--- config.mk ---
export PLATFORM = sky130hd
export DESIGN_NAME = mutex_cond_barrier_sync_engine
export DESIGN_NICKNAME = d
export VERILOG_FILES = /design/src/mcbse_pkg.sv /design/src/mcbse_front.sv /design/src/mcbse_queue.sv /design/src/mcbse_back.sv /design/src/mutex_cond_barrier_sync_engine.sv
export VERILOG_INCLUDE_DIRS = /design/src /design/src/src
export SDC_FILE = /design/constraint.sdc
export NUM_CORES = 2
export LEC_CHECK = 0
export BUFFER_PORTS_ARGS = -buffer_cell sky130_fd_sc_hd__buf_4
export CAP_MARGIN = 20
export CORE_MARGIN = 2
export CORE_UTILIZATION = 50
export DETAILED_ROUTE_END_ITERATION = 6
export PLACE_DENSITY_LB_ADDON = 0.3
export SYNTH_ARGS = -nofsm -noshare
export SYNTH_HDL_FRONTEND = slang
export SYNTH_SLANG_ARGS = --single-unit
--- constraint.sdc ---
create_clock -name clk -period 29.2 [get_ports clk]
set_input_delay 2.92 -clock clk [delete_from_list [all_inputs] [get_ports clk]]
set_output_delay 2.92 -clock clk [all_outputs]
set_load 0.01 [all_outputs]
--- src/mutex_cond_barrier_sync_engine_macros.svh ---
// ---------------------------------------------------------------------------
// Assertion macros
// Shared assertion wrappers for the synchronization engine; empty for synthesis.
// ---------------------------------------------------------------------------
`ifndef MUTEX_COND_BARRIER_SYNC_ENGINE_MACROS_SVH
`define MUTEX_COND_BARRIER_SYNC_ENGINE_MACROS_SVH

`ifndef SYNTHESIS
// same-cycle implication
`define MCBSE_ASSERT_IMP(lbl, ck, rn, ante, cons) \
  lbl: assert property (@(posedge ck) disable iff (!rn) (ante) |-> (cons)) \
    else $error("mcbse assertion failed");
// next-cycle implication
`define MCBSE_ASSERT_NXT(lbl, ck, rn, ante, cons) \
  lbl: assert property (@(posedge ck) disable iff (!rn) (ante) |=> (cons)) \
    else $error("mcbse assertion failed");
`else
`define MCBSE_ASSERT_IMP(lbl, ck, rn, ante, cons)
`define MCBSE_ASSERT_NXT(lbl, ck, rn, ante, cons)
`endif

`endif

--- src/mcbse_pkg.sv ---
// ---------------------------------------------------------------------------
// mcbse_pkg
// Types, sizes and codes shared by the synchronization engine modules.
// ---------------------------------------------------------------------------
package mcbse_pkg;

  // table sizes
  localparam int NUM_CORES    = 32;
  localparam int MAX_MUTEXES  = 64;
  localparam int MAX_CONDS    = 64;
  localparam int MAX_BARRIERS = 16;

  // request queue between front and back
  localparam int QDEPTH = 4;
  localparam int QAW    = $clog2(QDEPTH);

  // special link and holder values
  localparam logic [5:0] HOLDER_NONE = 6'd32;
  localparam logic [5:0] LINK_NONE   = 6'd63;

  // operation codes
  localparam logic [3:0] OP_MUTEX_INIT   = 4'd0;
  localparam logic [3:0] OP_LOCK         = 4'd1;
  localparam logic [3:0] OP_UNLOCK       = 4'd2;
  localparam logic [3:0] OP_COND_INIT    = 4'd3;
  localparam logic [3:0] OP_COND_WAIT    = 4'd4;
  localparam logic [3:0] OP_SIGNAL       = 4'd5;
  localparam logic [3:0] OP_BROADCAST    = 4'd6;
  localparam logic [3:0] OP_BARRIER_INIT = 4'd7;
  localparam logic [3:0] OP_BARRIER_WAIT = 4'd8;

  // reply kinds
  localparam logic [2:0] K_INDEX   = 3'd0;
  localparam logic [2:0] K_GRANT   = 3'd1;
  localparam logic [2:0] K_UNLOCK  = 3'd2;
  localparam logic [2:0] K_SIGNAL  = 3'd3;
  localparam logic [2:0] K_BCAST   = 3'd4;
  localparam logic [2:0] K_RELEASE = 3'd5;
  localparam logic [2:0] K_ERROR   = 3'd6;

  // one classified request
  typedef struct packed {
    logic [3:0]  op;
    logic [4:0]  req;
    logic [63:0] stamp;
    logic [5:0]  mi;
    logic [5:0]  ci;
    logic [3:0]  bi;
    logic [5:0]  bsize;
    logic        pre_err;
  } item_t;

  // mutex table row
  typedef struct packed {
    logic [5:0] holder;
    logic [5:0] head;
    logic [4:0] tail;
  } mrow_t;

  // condition table row
  typedef struct packed {
    logic [5:0] head;
    logic [4:0] tail;
  } crow_t;

  typedef struct packed {
    logic empty;
    logic full;
  } q_status_t;

  typedef struct packed {
    logic idle;
  } back_status_t;

endpackage

--- src/mcbse_front.sv ---
// ---------------------------------------------------------------------------
// mcbse_front
// Accepts request beats, flags requests that are malformed on their face
// and pushes them into the request queue.
// ---------------------------------------------------------------------------
module mcbse_front (
  input  logic                  in_valid,
  output logic                  in_stall,
  input  logic [3:0]            in_operation,
  input  logic [4:0]            in_requester,
  input  logic [63:0]           in_request_time,
  input  logic [5:0]            in_mutex_index,
  input  logic [5:0]            in_cond_index,
  input  logic [3:0]            in_barrier_index,
  input  logic [5:0]            in_barrier_size,
  input  mcbse_pkg::q_status_t  q_stat,
  output logic                  q_push,
  output mcbse_pkg::item_t      q_item
);
  import mcbse_pkg::*;

  // hold off while the queue is full
  assign in_stall = q_stat.full;
  assign q_push   = in_valid && !q_stat.full;

  // classify and pack
  always_comb begin
    q_item.op      = in_operation;
    q_item.req     = in_requester;
    q_item.stamp   = in_request_time;
    q_item.mi      = in_mutex_index;
    q_item.ci      = in_cond_index;
    q_item.bi      = in_barrier_index;
    q_item.bsize   = in_barrier_size;
    q_item.pre_err = (in_operation > OP_BARRIER_WAIT) ||
                     ({1'b0, in_requester} >= 6'(NUM_CORES));
  end

endmodule

--- src/mcbse_queue.sv ---
// ---------------------------------------------------------------------------
// mcbse_queue
// Short request queue that decouples the front from the back.
// ---------------------------------------------------------------------------
module mcbse_queue (
  input  logic                  clk,
  input  logic                  rst_n,
  input  logic                  push,
  input  mcbse_pkg::item_t      din,
  input  logic                  pop,
  output mcbse_pkg::item_t      dout,
  output mcbse_pkg::q_status_t  stat
);
  import mcbse_pkg::*;

  item_t          mem_r [QDEPTH];
  logic [QAW-1:0] wr_ptr_r, wr_ptr_nxt;
  logic [QAW-1:0] rd_ptr_r, rd_ptr_nxt;
  logic [QAW:0]   cnt_r, cnt_nxt;

  // pointer and count update
  always_comb begin
    wr_ptr_nxt = push ? wr_ptr_r + 1'b1 : wr_ptr_r;
    rd_ptr_nxt = pop ? rd_ptr_r + 1'b1 : rd_ptr_r;
    cnt_nxt    = cnt_r;
    if (push && !pop) begin
      cnt_nxt = cnt_r + 1'b1;
    end else if (pop && !push) begin
      cnt_nxt = cnt_r - 1'b1;
    end
  end

  always_ff @(posedge clk) begin
    if (!rst_n) begin
      wr_ptr_r <= '0;
      rd_ptr_r <= '0;
      cnt_r    <= '0;
    end else begin
      wr_ptr_r <= wr_ptr_nxt;
      rd_ptr_r <= rd_ptr_nxt;
      cnt_r    <= cnt_nxt;
    end
  end

  // storage
  always_ff @(posedge clk) begin
    if (push) begin
      mem_r[wr_ptr_r] <= din;
    end
  end

  assign dout       = mem_r[rd_ptr_r];
  assign stat.empty = (cnt_r == '0);
  assign stat.full  = (cnt_r == (QAW+1)'(QDEPTH));

endmodule

--- src/mcbse_back.sv ---
// ---------------------------------------------------------------------------
// mcbse_back
// Executes queued requests against the lock, condition and barrier tables
// and sends replies through a single output register.
// ---------------------------------------------------------------------------
module mcbse_back (
  input  logic                     clk,
  input  logic                     rst_n,
  input  mcbse_pkg::item_t         q_item,
  input  mcbse_pkg::q_status_t     q_stat,
  output logic                     q_pop,
  output logic                     out_valid,
  input  logic                     out_stall,
  output logic [4:0]               out_dest_core,
  output logic [2:0]               out_reply_kind,
  output logic [5:0]               out_reply_value,
  output logic [63:0]              out_reply_time,
  output logic                     out_last,
  output mcbse_pkg::back_status_t  b_stat
);
  import mcbse_pkg::*;

  localparam logic [2:0] S_IDLE   = 3'd0;
  localparam logic [2:0] S_EXEC   = 3'd1;
  localparam logic [2:0] S_SECOND = 3'd2;
  localparam logic [2:0] S_WRD    = 3'd3;
  localparam logic [2:0] S_WAKE   = 3'd4;
  localparam logic [2:0] S_BREL   = 3'd5;

  logic [2:0]  state_r, state_nxt;
  item_t       work_r, work_nxt;
  logic [6:0]  mused_r, mused_nxt;
  logic [6:0]  cused_r, cused_nxt;
  logic [4:0]  bused_r, bused_nxt;
  logic [5:0]  cur_r, cur_nxt;
  logic [4:0]  wc_r, wc_nxt;
  logic [63:0] rel_time_r, rel_time_nxt;
  logic [2:0]  second_kind_r, second_kind_nxt;
  logic [NUM_CORES-1:0] waiting_r, waiting_nxt;

  // per-core and per-barrier tables
  logic [5:0]  link_r   [NUM_CORES];
  logic [5:0]  reacq_r  [NUM_CORES];
  logic [5:0]  b_need_r [MAX_BARRIERS];
  logic [5:0]  b_arr_r  [MAX_BARRIERS];
  logic [5:0]  b_head_r [MAX_BARRIERS];
  logic [4:0]  b_tail_r [MAX_BARRIERS];
  logic [63:0] b_time_r [MAX_BARRIERS];

  // mutex and condition memories
  mrow_t mtab [MAX_MUTEXES];
  crow_t ctab [MAX_CONDS];
  mrow_t mrd_r, mwd;
  crow_t crd_r, cwd;
  logic [5:0] mrd_addr, mwa, crd_addr, cwa;
  logic       mwe, cwe;

  // side-effect controls
  logic       lwe0, lwe1;
  logic [4:0] lwa0, lwa1;
  logic [5:0] lwd0, lwd1;
  logic       wset_e, wclr_e;
  logic [4:0] wset_a, wclr_a;
  logic       rqe, b_init_e, b_upd_e;
  logic [5:0] b_arr_w, b_head_w;
  logic [4:0] b_tail_w;
  logic [63:0] b_time_w;

  // reply register
  logic        out_valid_r;
  logic [4:0]  out_dest_r;
  logic [2:0]  out_kind_r;
  logic [5:0]  out_value_r;
  logic [63:0] out_time_r;
  logic        out_last_r;
  logic        em_e, em_last;
  logic [4:0]  em_dest;
  logic [2:0]  em_kind;
  logic [5:0]  em_val;
  logic [63:0] em_time;
  logic        out_free;

  // working values
  logic [5:0]  req6, wake_m, b_arr1, first_c;
  logic [5:0]  b_need, b_arr, b_head;
  logic [4:0]  b_tail;
  logic [63:0] b_time;
  logic        bad;

  assign out_free = !out_valid_r || !out_stall;
  assign req6     = {1'b0, work_r.req};
  assign wake_m   = reacq_r[wc_r];
  assign b_need   = b_need_r[work_r.bi];
  assign b_arr    = b_arr_r[work_r.bi];
  assign b_head   = b_head_r[work_r.bi];
  assign b_tail   = b_tail_r[work_r.bi];
  assign b_time   = b_time_r[work_r.bi];
  assign b_arr1   = b_arr + 6'd1;
  assign first_c  = (b_head == LINK_NONE) ? req6 : b_head;

  // request checks
  always_comb begin
    bad = work_r.pre_err || waiting_r[work_r.req];
    case (work_r.op)
      OP_MUTEX_INIT:   bad = bad || (mused_r >= 7'(MAX_MUTEXES));
      OP_LOCK:         bad = bad || ({1'b0, work_r.mi} >= mused_r);
      OP_UNLOCK:       bad = bad || ({1'b0, work_r.mi} >= mused_r) ||
                             (mrd_r.holder != req6);
      OP_COND_INIT:    bad = bad || (cused_r >= 7'(MAX_CONDS));
      OP_COND_WAIT:    bad = bad || ({1'b0, work_r.mi} >= mused_r) ||
                             ({1'b0, work_r.ci} >= cused_r) ||
                             (mrd_r.holder != req6);
      OP_SIGNAL:       bad = bad || ({1'b0, work_r.ci} >= cused_r);
      OP_BROADCAST:    bad = bad || ({1'b0, work_r.ci} >= cused_r);
      OP_BARRIER_INIT: bad = bad || (bused_r >= 5'(MAX_BARRIERS));
      OP_BARRIER_WAIT: bad = bad || ({1'b0, work_r.bi} >= bused_r) ||
                             (({1'b0, b_arr} + 7'd1) > {1'b0, b_need});
      default:         bad = 1'b1;
    endcase
  end

  // sequencer
  always_comb begin
    state_nxt       = state_r;
    work_nxt        = work_r;
    mused_nxt       = mused_r;
    cused_nxt       = cused_r;
    bused_nxt       = bused_r;
    cur_nxt         = cur_r;
    wc_nxt          = wc_r;
    rel_time_nxt    = rel_time_r;
    second_kind_nxt = second_kind_r;
    q_pop    = 1'b0;
    mwe      = 1'b0;
    mwa      = work_r.mi;
    mwd      = mrd_r;
    cwe      = 1'b0;
    cwa      = work_r.ci;
    cwd      = crd_r;
    lwe0     = 1'b0;
    lwa0     = work_r.req;
    lwd0     = LINK_NONE;
    lwe1     = 1'b0;
    lwa1     = mrd_r.tail;
    lwd1     = req6;
    wset_e   = 1'b0;
    wset_a   = work_r.req;
    wclr_e   = 1'b0;
    wclr_a   = mrd_r.head[4:0];
    rqe      = 1'b0;
    b_init_e = 1'b0;
    b_upd_e  = 1'b0;
    b_arr_w  = b_arr1;
    b_head_w = b_head;
    b_tail_w = work_r.req;
    b_time_w = b_time;
    em_e     = 1'b0;
    em_dest  = work_r.req;
    em_kind  = K_ERROR;
    em_val   = 6'd0;
    em_time  = work_r.stamp;
    em_last  = 1'b1;
    mrd_addr = work_r.mi;
    crd_addr = work_r.ci;

    case (state_r)
      // take the next request and start the table reads
      S_IDLE: begin
        mrd_addr = q_item.mi;
        crd_addr = q_item.ci;
        if (!q_stat.empty) begin
          q_pop     = 1'b1;
          work_nxt  = q_item;
          state_nxt = S_EXEC;
        end
      end

      // carry out the request with the table rows in hand
      S_EXEC: begin
        if (out_free) begin
          state_nxt = S_IDLE;
          if (bad) begin
            em_e = 1'b1;
          end else begin
            case (work_r.op)
              OP_MUTEX_INIT: begin
                mwe       = 1'b1;
                mwa       = mused_r[5:0];
                mwd       = '{holder: HOLDER_NONE, head: LINK_NONE, tail: 5'd0};
                mused_nxt = mused_r + 7'd1;
                em_e      = 1'b1;
                em_kind   = K_INDEX;
                em_val    = mused_r[5:0];
              end
              OP_LOCK: begin
                mwe = 1'b1;
                if (mrd_r.holder == HOLDER_NONE) begin
                  mwd.holder = req6;
                  em_e       = 1'b1;
                  em_kind    = K_GRANT;
                end else begin
                  lwe0   = 1'b1;
                  wset_e = 1'b1;
                  if (mrd_r.head == LINK_NONE) begin
                    mwd.head = req6;
                  end else begin
                    lwe1 = 1'b1;
                  end
                  mwd.tail = work_r.req;
                end
              end
              OP_UNLOCK: begin
                mwe = 1'b1;
                em_e = 1'b1;
                if (mrd_r.head == LINK_NONE) begin
                  mwd.holder = HOLDER_NONE;
                  em_kind    = K_UNLOCK;
                end else begin
                  mwd.holder      = mrd_r.head;
                  mwd.head        = link_r[mrd_r.head[4:0]];
                  wclr_e          = 1'b1;
                  em_dest         = mrd_r.head[4:0];
                  em_kind         = K_GRANT;
                  em_last         = 1'b0;
                  second_kind_nxt = K_UNLOCK;
                  state_nxt       = S_SECOND;
                end
              end
              OP_COND_INIT: begin
                cwe       = 1'b1;
                cwa       = cused_r[5:0];
                cwd       = '{head: LINK_NONE, tail: 5'd0};
                cused_nxt = cused_r + 7'd1;
                em_e      = 1'b1;
                em_kind   = K_INDEX;
                em_val    = cused_r[5:0];
              end
              OP_COND_WAIT: begin
                // park on the condition
                rqe    = 1'b1;
                cwe    = 1'b1;
                lwe0   = 1'b1;
                wset_e = 1'b1;
                if (crd_r.head == LINK_NONE) begin
                  cwd.head = req6;
                end else begin
                  lwe1 = 1'b1;
                  lwa1 = crd_r.tail;
                end
                cwd.tail = work_r.req;
                // and let go of the mutex
                mwe = 1'b1;
                if (mrd_r.head == LINK_NONE) begin
                  mwd.holder = HOLDER_NONE;
                end else begin
                  mwd.holder = mrd_r.head;
                  mwd.head   = link_r[mrd_r.head[4:0]];
                  wclr_e     = 1'b1;
                  em_e       = 1'b1;
                  em_dest    = mrd_r.head[4:0];
                  em_kind    = K_GRANT;
                end
              end
              OP_SIGNAL: begin
                if (crd_r.head == LINK_NONE) begin
                  em_e    = 1'b1;
                  em_kind = K_SIGNAL;
                end else begin
                  cwe       = 1'b1;
                  cwd.head  = link_r[crd_r.head[4:0]];
                  wc_nxt    = crd_r.head[4:0];
                  state_nxt = S_WRD;
                end
              end
              OP_BROADCAST: begin
                if (crd_r.head == LINK_NONE) begin
                  em_e    = 1'b1;
                  em_kind = K_BCAST;
                end else begin
                  wc_nxt    = crd_r.head[4:0];
                  cur_nxt   = link_r[crd_r.head[4:0]];
                  state_nxt = S_WRD;
                end
              end
              OP_BARRIER_INIT: begin
                b_init_e  = 1'b1;
                bused_nxt = bused_r + 5'd1;
                em_e      = 1'b1;
                em_kind   = K_INDEX;
                em_val    = {1'b0, bused_r};
              end
              OP_BARRIER_WAIT: begin
                b_upd_e = 1'b1;
                lwe0    = 1'b1;
                wset_e  = 1'b1;
                if (b_head == LINK_NONE) begin
                  b_head_w = req6;
                end else begin
                  lwe1 = 1'b1;
                  lwa1 = b_tail;
                end
                if ((b_arr1 == 6'd1) || (work_r.stamp > b_time)) begin
                  b_time_w = work_r.stamp;
                end
                // last arrival: release everyone in order
                if (b_arr1 == b_need) begin
                  b_arr_w      = 6'd0;
                  b_head_w     = LINK_NONE;
                  cur_nxt      = first_c;
                  rel_time_nxt = b_time_w;
                  state_nxt    = S_BREL;
                end
              end
              default: begin
                em_e = 1'b1;
              end
            endcase
          end
        end
      end

      // fetch the mutex row of the woken waiter
      S_WRD: begin
        mrd_addr  = wake_m;
        state_nxt = S_WAKE;
      end

      // woken waiter takes its mutex or queues on it
      S_WAKE: begin
        mrd_addr = wake_m;
        if (out_free) begin
          wclr_e = 1'b1;
          wclr_a = wc_r;
          if ({1'b0, wake_m} < 7'(MAX_MUTEXES)) begin
            mwe = 1'b1;
            mwa = wake_m;
            if (mrd_r.holder == HOLDER_NONE) begin
              mwd.holder = {1'b0, wc_r};
              em_e       = 1'b1;
              em_dest    = wc_r;
              em_kind    = K_GRANT;
              em_last    = 1'b0;
            end else begin
              lwe0   = 1'b1;
              lwa0   = wc_r;
              wset_e = 1'b1;
              wset_a = wc_r;
              if (mrd_r.head == LINK_NONE) begin
                mwd.head = {1'b0, wc_r};
              end else begin
                lwe1 = 1'b1;
                lwd1 = {1'b0, wc_r};
              end
              mwd.tail = wc_r;
            end
          end
          if (work_r.op == OP_SIGNAL) begin
            second_kind_nxt = K_SIGNAL;
            state_nxt       = S_SECOND;
          end else if (cur_r == LINK_NONE) begin
            cwe             = 1'b1;
            cwd.head        = LINK_NONE;
            second_kind_nxt = K_BCAST;
            state_nxt       = S_SECOND;
          end else begin
            wc_nxt    = cur_r[4:0];
            cur_nxt   = link_r[cur_r[4:0]];
            state_nxt = S_WRD;
          end
        end
      end

      // closing reply to the requester
      S_SECOND: begin
        if (out_free) begin
          em_e      = 1'b1;
          em_kind   = second_kind_r;
          state_nxt = S_IDLE;
        end
      end

      // one barrier release per cycle while the receiver does not stall
      S_BREL: begin
        if (out_free) begin
          wclr_e  = 1'b1;
          wclr_a  = cur_r[4:0];
          em_e    = 1'b1;
          em_dest = cur_r[4:0];
          em_kind = K_RELEASE;
          em_time = rel_time_r;
          em_last = (link_r[cur_r[4:0]] == LINK_NONE);
          cur_nxt = link_r[cur_r[4:0]];
          if (em_last) begin
            state_nxt = S_IDLE;
          end
        end
      end

      default: begin
        state_nxt = S_IDLE;
      end
    endcase
  end

  // waiting flags: a woken core that queues again stays set
  always_comb begin
    waiting_nxt = waiting_r;
    if (wclr_e) begin
      waiting_nxt[wclr_a] = 1'b0;
    end
    if (wset_e) begin
      waiting_nxt[wset_a] = 1'b1;
    end
  end

  // control state
  always_ff @(posedge clk) begin
    if (!rst_n) begin
      state_r     <= S_IDLE;
      mused_r     <= '0;
      cused_r     <= '0;
      bused_r     <= '0;
      waiting_r   <= '0;
      out_valid_r <= 1'b0;
    end else begin
      state_r   <= state_nxt;
      mused_r   <= mused_nxt;
      cused_r   <= cused_nxt;
      bused_r   <= bused_nxt;
      waiting_r <= waiting_nxt;
      if (em_e) begin
        out_valid_r <= 1'b1;
      end else if (!out_stall) begin
        out_valid_r <= 1'b0;
      end
    end
  end

  // working registers and reply payload
  always_ff @(posedge clk) begin
    work_r        <= work_nxt;
    cur_r         <= cur_nxt;
    wc_r          <= wc_nxt;
    rel_time_r    <= rel_time_nxt;
    second_kind_r <= second_kind_nxt;
    if (em_e) begin
      out_dest_r  <= em_dest;
      out_kind_r  <= em_kind;
      out_value_r <= em_val;
      out_time_r  <= em_time;
      out_last_r  <= em_last;
    end
  end

  // link, reacquire and barrier tables
  always_ff @(posedge clk) begin
    // tail link update wins over the new waiter's own link
    for (int i = 0; i < NUM_CORES; i++) begin
      if (lwe1 && (lwa1 == 5'(i))) begin
        link_r[i] <= lwd1;
      end else if (lwe0 && (lwa0 == 5'(i))) begin
        link_r[i] <= lwd0;
      end
    end
    if (rqe) begin
      reacq_r[work_r.req] <= work_r.mi;
    end
    if (b_init_e) begin
      b_need_r[bused_r[3:0]] <= work_r.bsize;
      b_arr_r[bused_r[3:0]]  <= 6'd0;
      b_head_r[bused_r[3:0]] <= LINK_NONE;
    end
    if (b_upd_e) begin
      b_arr_r[work_r.bi]  <= b_arr_w;
      b_head_r[work_r.bi] <= b_head_w;
      b_tail_r[work_r.bi] <= b_tail_w;
      b_time_r[work_r.bi] <= b_time_w;
    end
  end

  // mutex and condition memories
  always_ff @(posedge clk) begin
    if (mwe) begin
      mtab[mwa] <= mwd;
    end
    mrd_r <= mtab[mrd_addr];
  end

  always_ff @(posedge clk) begin
    if (cwe) begin
      ctab[cwa] <= cwd;
    end
    crd_r <= ctab[crd_addr];
  end

  assign out_valid       = out_valid_r;
  assign out_dest_core   = out_dest_r;
  assign out_reply_kind  = out_kind_r;
  assign out_reply_value = out_value_r;
  assign out_reply_time  = out_time_r;
  assign out_last        = out_last_r;
  assign b_stat.idle     = (state_r == S_IDLE);

endmodule

--- src/mutex_cond_barrier_sync_engine.sv ---
// ---------------------------------------------------------------------------
// mutex_cond_barrier_sync_engine
// Hardware lock, condition variable and barrier unit.
// ---------------------------------------------------------------------------
// Usage:
//  - in_* carries one request beat (operation, requester, time stamp and
//    mutex, condition or barrier index / size); out_* carries reply beats
//    to cores, out_last marks the final reply of a request.
//  - a request may produce no reply (lock, cond wait or barrier wait
//    that grants or releases nothing); requests land in a 4-entry queue;
//    the executor takes one at a time. A plain request takes a table read,
//    then an update, plus S_SECOND per extra reply; a signal or broadcast
//    reads, then updates each woken waiter's mutex row (S_WRD, S_WAKE) on
//    the single mutex read port; barriers release one core per cycle if
//    not stalled. With nothing queued, first reply: queue, S_IDLE, S_EXEC.
//  - reset empties the queue, clears the allocation counts and the waiting
//    flags; tables need no clearing as rows are set when allocated.
//  - when the receiver stalls, the reply register holds and the executor
//    waits; the queue keeps taking requests until it fills.
// ---------------------------------------------------------------------------
`include "mutex_cond_barrier_sync_engine_macros.svh"

module mutex_cond_barrier_sync_engine (
  input  logic        clk,
  input  logic        rst_n,
  input  logic        in_valid,
  output logic        in_stall,
  input  logic [3:0]  in_operation,
  input  logic [4:0]  in_requester,
  input  logic [63:0] in_request_time,
  input  logic [5:0]  in_mutex_index,
  input  logic [5:0]  in_cond_index,
  input  logic [3:0]  in_barrier_index,
  input  logic [5:0]  in_barrier_size,
  output logic        out_valid,
  input  logic        out_stall,
  output logic [4:0]  out_dest_core,
  output logic [2:0]  out_reply_kind,
  output logic [5:0]  out_reply_value,
  output logic [63:0] out_reply_time,
  output logic        out_last
);
  import mcbse_pkg::*;

  item_t        push_item, pop_item;
  logic         q_push, q_pop;
  q_status_t    q_stat;
  back_status_t b_stat;

  // request intake
  mcbse_front u_front (
    .in_valid         (in_valid),
    .in_stall         (in_stall),
    .in_operation     (in_operation),
    .in_requester     (in_requester),
    .in_request_time  (in_request_time),
    .in_mutex_index   (in_mutex_index),
    .in_cond_index    (in_cond_index),
    .in_barrier_index (in_barrier_index),
    .in_barrier_size  (in_barrier_size),
    .q_stat           (q_stat),
    .q_push           (q_push),
    .q_item           (push_item)
  );

  // decoupling queue
  mcbse_queue u_queue (
    .clk   (clk),
    .rst_n (rst_n),
    .push  (q_push),
    .din   (push_item),
    .pop   (q_pop),
    .dout  (pop_item),
    .stat  (q_stat)
  );

  // executor
  mcbse_back u_back (
    .clk             (clk),
    .rst_n           (rst_n),
    .q_item          (pop_item),
    .q_stat          (q_stat),
    .q_pop           (q_pop),
    .out_valid       (out_valid),
    .out_stall       (out_stall),
    .out_dest_core   (out_dest_core),
    .out_reply_kind  (out_reply_kind),
    .out_reply_value (out_reply_value),
    .out_reply_time  (out_reply_time),
    .out_last        (out_last),
    .b_stat          (b_stat)
  );

  // checks
  `MCBSE_ASSERT_IMP(a_err_last, clk, rst_n, out_valid && (out_reply_kind == K_ERROR), out_last)
  `MCBSE_ASSERT_IMP(a_val_zero, clk, rst_n, out_valid && (out_reply_kind != K_INDEX), out_reply_value == 6'd0)
  `MCBSE_ASSERT_NXT(a_pickup, clk, rst_n, !q_stat.empty && b_stat.idle, !b_stat.idle)
  `MCBSE_ASSERT_IMP(a_no_overfill, clk, rst_n, q_push, !q_stat.full)

endmodule

## Yosys cells after proc, flatten, opt, wreduce, memory -nomap -nowiden

Memory sizes are Yosys's and may differ from the RTL's. A register that Yosys moved wholly into a read port is not among the register bits.
Cells that the tools add are included.

| word-level totals | value |
|---|---|
| bits in registers | 315 |
| bits in writable memories | 3,952 |
| output and inout bits | 81 |
| word-level logic and storage cells | 739 |
| memories kept | 10 |

Memory list:

| name | depth | width | rd ports | clocked after memory_dff | write ports | line | text |
|---|---|---|---|---|---|---|---|
| u_back.mtab | 64 | 17 | 1 | 1 | 1 | mcbse_back.sv:51 | `mrow_t mtab [MAX_MUTEXES];` |
| u_back.b_time_r | 16 | 64 | 1 | 1 | 1 | mcbse_back.sv:48 | `logic [63:0] b_time_r [MAX_BARRIERS];` |
| u_back.ctab | 64 | 11 | 1 | 1 | 1 | mcbse_back.sv:52 | `crow_t ctab [MAX_CONDS];` |
| u_queue.mem_r | 4 | 96 | 1 | 1 | 1 | mcbse_queue.sv:16 | `item_t mem_r [QDEPTH];` |
| u_back.link_r | 32 | 6 | 3 | 1 | 32 | mcbse_back.sv:42 | `logic [5:0] link_r [NUM_CORES];` |
| u_back.reacq_r | 32 | 6 | 1 | 1 | 1 | mcbse_back.sv:43 | `logic [5:0] reacq_r [NUM_CORES];` |
| +4 memories | -- | -- | -- | -- | -- | -- |  |

| cells by class | value |
|---|---|
| $add $sub $neg | 9 |
| magnitude comparators | 14 |
| equality and inequality tests | 103 |
| mux-type cells | 422 |
| bitwise gates (word level) | 39 |
| reductions and logical operators | 116 |

Operator list:

| cell | number |
|---|---|
| $mux W6 | 76 |
| $mux W64 | 7 |
| $mux W1 | 229 |
| $eq A5 B5 Y1 const B | 32 |
| $mux W5 | 28 |
| $eq A5 B4 Y1 const B | 16 |
| $mux W3 | 24 |
| $logic_and A1 B1 Y1 | 69 |
| $gt A64 B64 Y1 | 1 |
| $mux W32 | 2 |
| $pmux W6 S3 | 3 |
| $mux W17 | 3 |
| $pmux W5 S2 | 5 |
| $pmux W6 S2 | 4 |
| $mux W11 | 4 |
| $eq A5 B3 Y1 const B | 8 |
| $eq A6 B6 Y1 const B | 6 |
| $pmux W12 S3 | 1 |
| $pmux W3 S6 | 2 |
| $pmux W17 S2 | 1 |
| $and A32 B32 Y32 | 1 |
| $not A32 Y32 | 1 |
| $or A1 B1 Y1 | 32 |
| $or A32 B32 Y32 | 1 |
| 63 further kinds | 147 |

## Depth between registers and ports, before layout

| depth | value |
|---|---|
| depth in word-level cells | 15 |
| gate-level depth with buffers | 26 |

## Cells and area by module

Synthesis repeated with hierarchy kept, for this count alone.

| second synthesis, totals | value |
|---|---|
| cell total of the unflattened synthesis | 9,644 |
| area total of the unflattened synthesis | 176,544.3 um^2 |

By module, submodules not included:

| module | times used | cells each | area an instance (um^2) | seq. area each (um^2) |
|---|---|---|---|---|
| mcbse_back | 1 | 9,001 | 161,504.9 | 116,621.8 |
| mcbse_queue | 1 | 545 | 14,303.7 | 11,711.2 |
| mcbse_front | 1 | 98 | 735.7 | 0.0 |

## Worst setup path before layout

No wires, ideal clock.

| path | value |
|---|---|
| path type | reg-to-reg |
| start | register (tool-made name) |
| end | memory u_back.b_tail_r[8][0] (enable) |
| library setup time | 581 ps |
| arrival time | 10,573 ps |
| data required time | 28,619 ps |
| path slack | 18,046 ps |
| cell stages (with the launch flop) | 23 |
| buffers on the path | 9 |
| clock period less this slack | 11,154 ps |
| path through | dfxtp_1 -> buf_6 -> buf_12 -> buf_12 -> buf_6 -> buf_4 -> buf_2 -> buf_2 -> buf_1 -> buf_2 -> mux4_2 -> mux4_2 -> ha_1 -> nand3_1 -> or2_2 -> nand2_1 -> o211ai_1 -> nor3_1 -> a21oi_4 -> nor2_1 -> nand2_1 -> or3_1 -> nor3_1 |

RTL lines:

| item | line | text |
|---|---|---|
| end: declaration | mcbse_back.sv:47 | `logic [4:0] b_tail_r [MAX_BARRIERS];` |

==> flow_metrics.tcl <==
set metrics [dict create \
    synth_nets 10850 \
    clockRootBuffer "clkbuf_16" \
    ctsResizeCount 0 \
    rsz0062_at_grt "false" \
    start_kind "flop" \
    grt_pass1_wl_mm 671.0 \
    slowest_stage "buf_4" \
    post-cts-setup-buffers 0 \
    first_pass_iters 7 \
    ys_warn_count 0 \
    via_count 100400 \
    cts_buffers 429 \
    place_congestion 0.9709 \
    pre_cts_slack_ns 19.12 \
    grt_remaining_overflow 0 \
    finalSetupViolations 0 \
    fin_setup_tns_ns 0 \
    wl_met2_mm 224.1 \
    maxCapViolCount 0 \
    synth_area_per_cell_um2 16.59 \
    met3_length_mm 38.70 \
    ant_nets 0 \
    cts_tree "built" \
    final_nets 11070 \
    grt_max_degree 253 \
    post-route-util 0.5627 \
    synth_edf_count 4199 \
    wirelength_met1_mm 177.5 \
    hold_class "flop to flop" \
    p_total_mw 21.77 \
    slew_headroom 0.08375 \
    clock-sinks 4311 \
    report.final.slew_viol_count 0 \
    rr_endpoint "u_back.b_time_r[4][63]" \
    pwr_density_cell_nw_per_um2 109.9 \
    critical_path.cell_chain "buf_12, buf_4, buf_4, buf_4, mux4_2, mux4_2, inv_1, ha_1, a21o_1, a21o_1, a21o_1, a21o_1, a21oi_1, o21a_1, o22ai_1, o22ai_1, nand3_4, nand2_4, buf_4, mux2_2" \
    violations "DRC" \
    critPathRequiredTime_ns 29.85 \
    min_from "u_back.waiting_r[0]" \
    status "complete, but fails checks" \
    min_to "u_back.waiting_r[0]" \
    clockBufferDepth 4 \
    min_delay_path_depth 2 \
    insertion_delay_ns 1.02 \
    pin_count 180 \
    cp_max_fo 99 \
    vias_per_cell 6.280 \
    syn_inst 10660 \
    fill_cells 26400 \
    end_kind "flop" \
    fp-row-count 218 \
    crit_arrival_ns 10.59 \
    synth-main-ff-cell "edfxtp_1" \
    peakVddDrop_mv 0.1239 \
    reg2reg_depth 20 \
    path_class "flop to flop" \
    clk_pin_slew_worst_paths_ns 0.06 \
    die_x_um 598.5 \
    drive_gt1_frac 0.1971 \
    antenna_found_initial 33 \
    highest_layer "met5" \
    fp.dieH_um 598.5 \
    dp_hpwl_mm 275.2 \
    yosysSeqAreaShare 0.7262 \
    routed_wirelength_mm 463.3 \
    syn_area_um2 176700 \
    fin_worst_skew_ns 0.1066 \
    crit_path_max_incr_delay_ns 0.86 \
    worst_pin_slew_ns 1.353 \
    synth-seq-cells 4311 \
    post_drt_wl_per_cell_um 28.99 \
    hold_viol_final 0 \
    htreeDepth 5 \
    cts_hold_buf 0 \
    finalCriticalPeriod_ns 9.939 \
    ys_async_sr_fraction 0 \
    drtIter0Drc 13020 \
    min_period_over_period 0.3404 \
    rrSetupSlack_ns 19.26 \
    start_util 0.5019 \
    drc_errors 6 \
    syn_to_final_growth_pct 12.11 \
    core_area_um2 352100 \
    io_buffer_count 179 \
    synth.distinct_cells 98 \
    first_global_vias 98550 \
    die_area_um2 358200 \
    grt_usage 0.2544 \
    max_freq_mhz 100.6 \
    setup_ws_ns 19.26 \
    p_leak_nw 64.10 \
]
## final cells by class
type	count	area, um2	area share
tap	4730	5918	0.02987
sequential	4311	128400	0.6479
clock buffer	541	11290	0.05698
clock inverter	259	2572	0.01298
inverter	154	578.1	0.002918
timing repair buffer	464	3660	0.01847
multi-input combinational	5514	45720	0.2308
antenna	9	22.52	0.0001137
## placed cells by master (no fill, tap or decap), drive strengths merged, types with 42 or more instances in the layout
cell type / instances
edfxtp: 4199
nand2: 1596
nor2: 316
mux2i: 183
a311oi: 93
dfxtp: 112
mux2: 207
nand4: 57
a21oi: 279
nor3: 81
o211ai: 49
and2: 212
a32oi: 84
clkinv: 186
a211oi: 268
inv: 169
a31oi: 174
nand3: 397
o21ai: 154
and3: 42
buf: 462
clkbuf: 543
ha: 99
mux4: 729
## layer usage
metal  global-route usage  vias up
li1                     -    42530
met1               0.3420    51560
met2               0.4130     5249
met3              0.03817     1018
met4               0.1158       20
met5                    0        -
## worst max-delay path: cells and delay by family, from the launching register on
kind                     cells  cell delay [ns]
AO/OA/AOI/OAI                8             1.56
buffers and inverters        6             4.07
adder cells (fa/ha/maj)      1             0.24
multiplexers                 3             1.69
AND/OR/NAND/NOR              2             1.02
flip-flops                   1             0.68
## stage by stage
stage          hold slack (ns)  instance area (um2)  std cells
4_1_cts                 0.4838               198000      15960
3_5_place_dp            0.4734               184100      15160
6_report                0.4835               198100      15980
2_1_floorplan           0.4498               176700      10660
5_1_grt                 0.5042               198100      15980
3_3_place_gp            0.4678               184000      15150
## cell usage after synthesis, types with 23 or more instances
| library cell | number | share of area |
|---|---|---|
| nor3_1 | 74 | 0.0021 |
| nor2_1 | 316 | 0.0067 |
| a21o_1 | 37 | 0.0016 |
| a32oi_1 | 82 | 0.0041 |
| dfxtp_1 | 112 | 0.013 |
| o22ai_1 | 31 | 0.0011 |
| a31oi_1 | 174 | 0.0062 |
| nand3_1 | 397 | 0.011 |
| o311ai_4 | 23 | 0.0034 |
| clkbuf_1 | 474 | 0.010 |
| mux4_2 | 729 | 0.093 |
| edfxtp_1 | 4199 | 0.71 |
| ha_1 | 99 | 0.0070 |
| buf_2 | 74 | 0.0021 |
| mux2i_1 | 183 | 0.010 |
| a311oi_1 | 93 | 0.0046 |
| nor4_1 | 24 | 0.00085 |
| or3_1 | 26 | 0.00092 |
| and2_1 | 208 | 0.0074 |
| mux2_2 | 206 | 0.013 |
| and3_1 | 42 | 0.0015 |
| inv_1 | 153 | 0.0032 |
| o21ai_0 | 126 | 0.0036 |
| nand4_1 | 57 | 0.0020 |
| o221ai_1 | 38 | 0.0019 |
| o211ai_1 | 48 | 0.0020 |
| nand2_1 | 1595 | 0.034 |
| a21oi_1 | 275 | 0.0078 |
| buf_1 | 107 | 0.0023 |
| a22oi_1 | 23 | 0.00098 |
| nor2b_1 | 28 | 0.00099 |
| a21boi_0 | 31 | 0.0013 |
| a211oi_1 | 268 | 0.011 |
| o21ai_1 | 27 | 0.00076 |
## power by group
| group | internal, mW | switching, mW |
|---|---|---|
| Sequential | 8.17 | 0.389 |
| Clock | 3.10 | 2.35 |
| Combinational | 2.54 | 5.22 |
| Total | 13.8 | 7.96 |
## worst max path at each step
stage	end	slack, ns	cells after the start
after CTS	u_back.b_time_r[10][63]	19.11	20
after global placement	u_back.b_time_r[12][63]	19.18	19
after detailed placement	u_back.b_time_r[13][63]	19.12	20
final	u_back.b_time_r[4][63]	19.26	20
after floorplan	u_back.b_tail_r[8][0]	18.05	22
after global routing	u_back.b_time_r[4][63]	18.61	20
## cell families (layout without fill, tap and decap cells)
logic type      Yosys count  after routing  synth area share
simple gates           2848           2848           0.07140
other cells               0              9                 0
buf+inv                 830           1418           0.01894
xor+xnor                 27             27          0.001416
fa+ha+maj               100            100          0.007122
flops                  4311           4311            0.7262
mux                    1119           1119            0.1165
compound gates         1420           1420           0.05847
## sequential cells by signal, summed over array words and instances, names as in the netlist, 192 cells and up, named ones only
register	count
u_back.mtab	1088
u_back.b_time_r	1024
u_back.ctab	704
u_queue.mem_r	384
u_back.link_r	192
u_back.reacq_r	192
(Power assumes the default switching activity.)
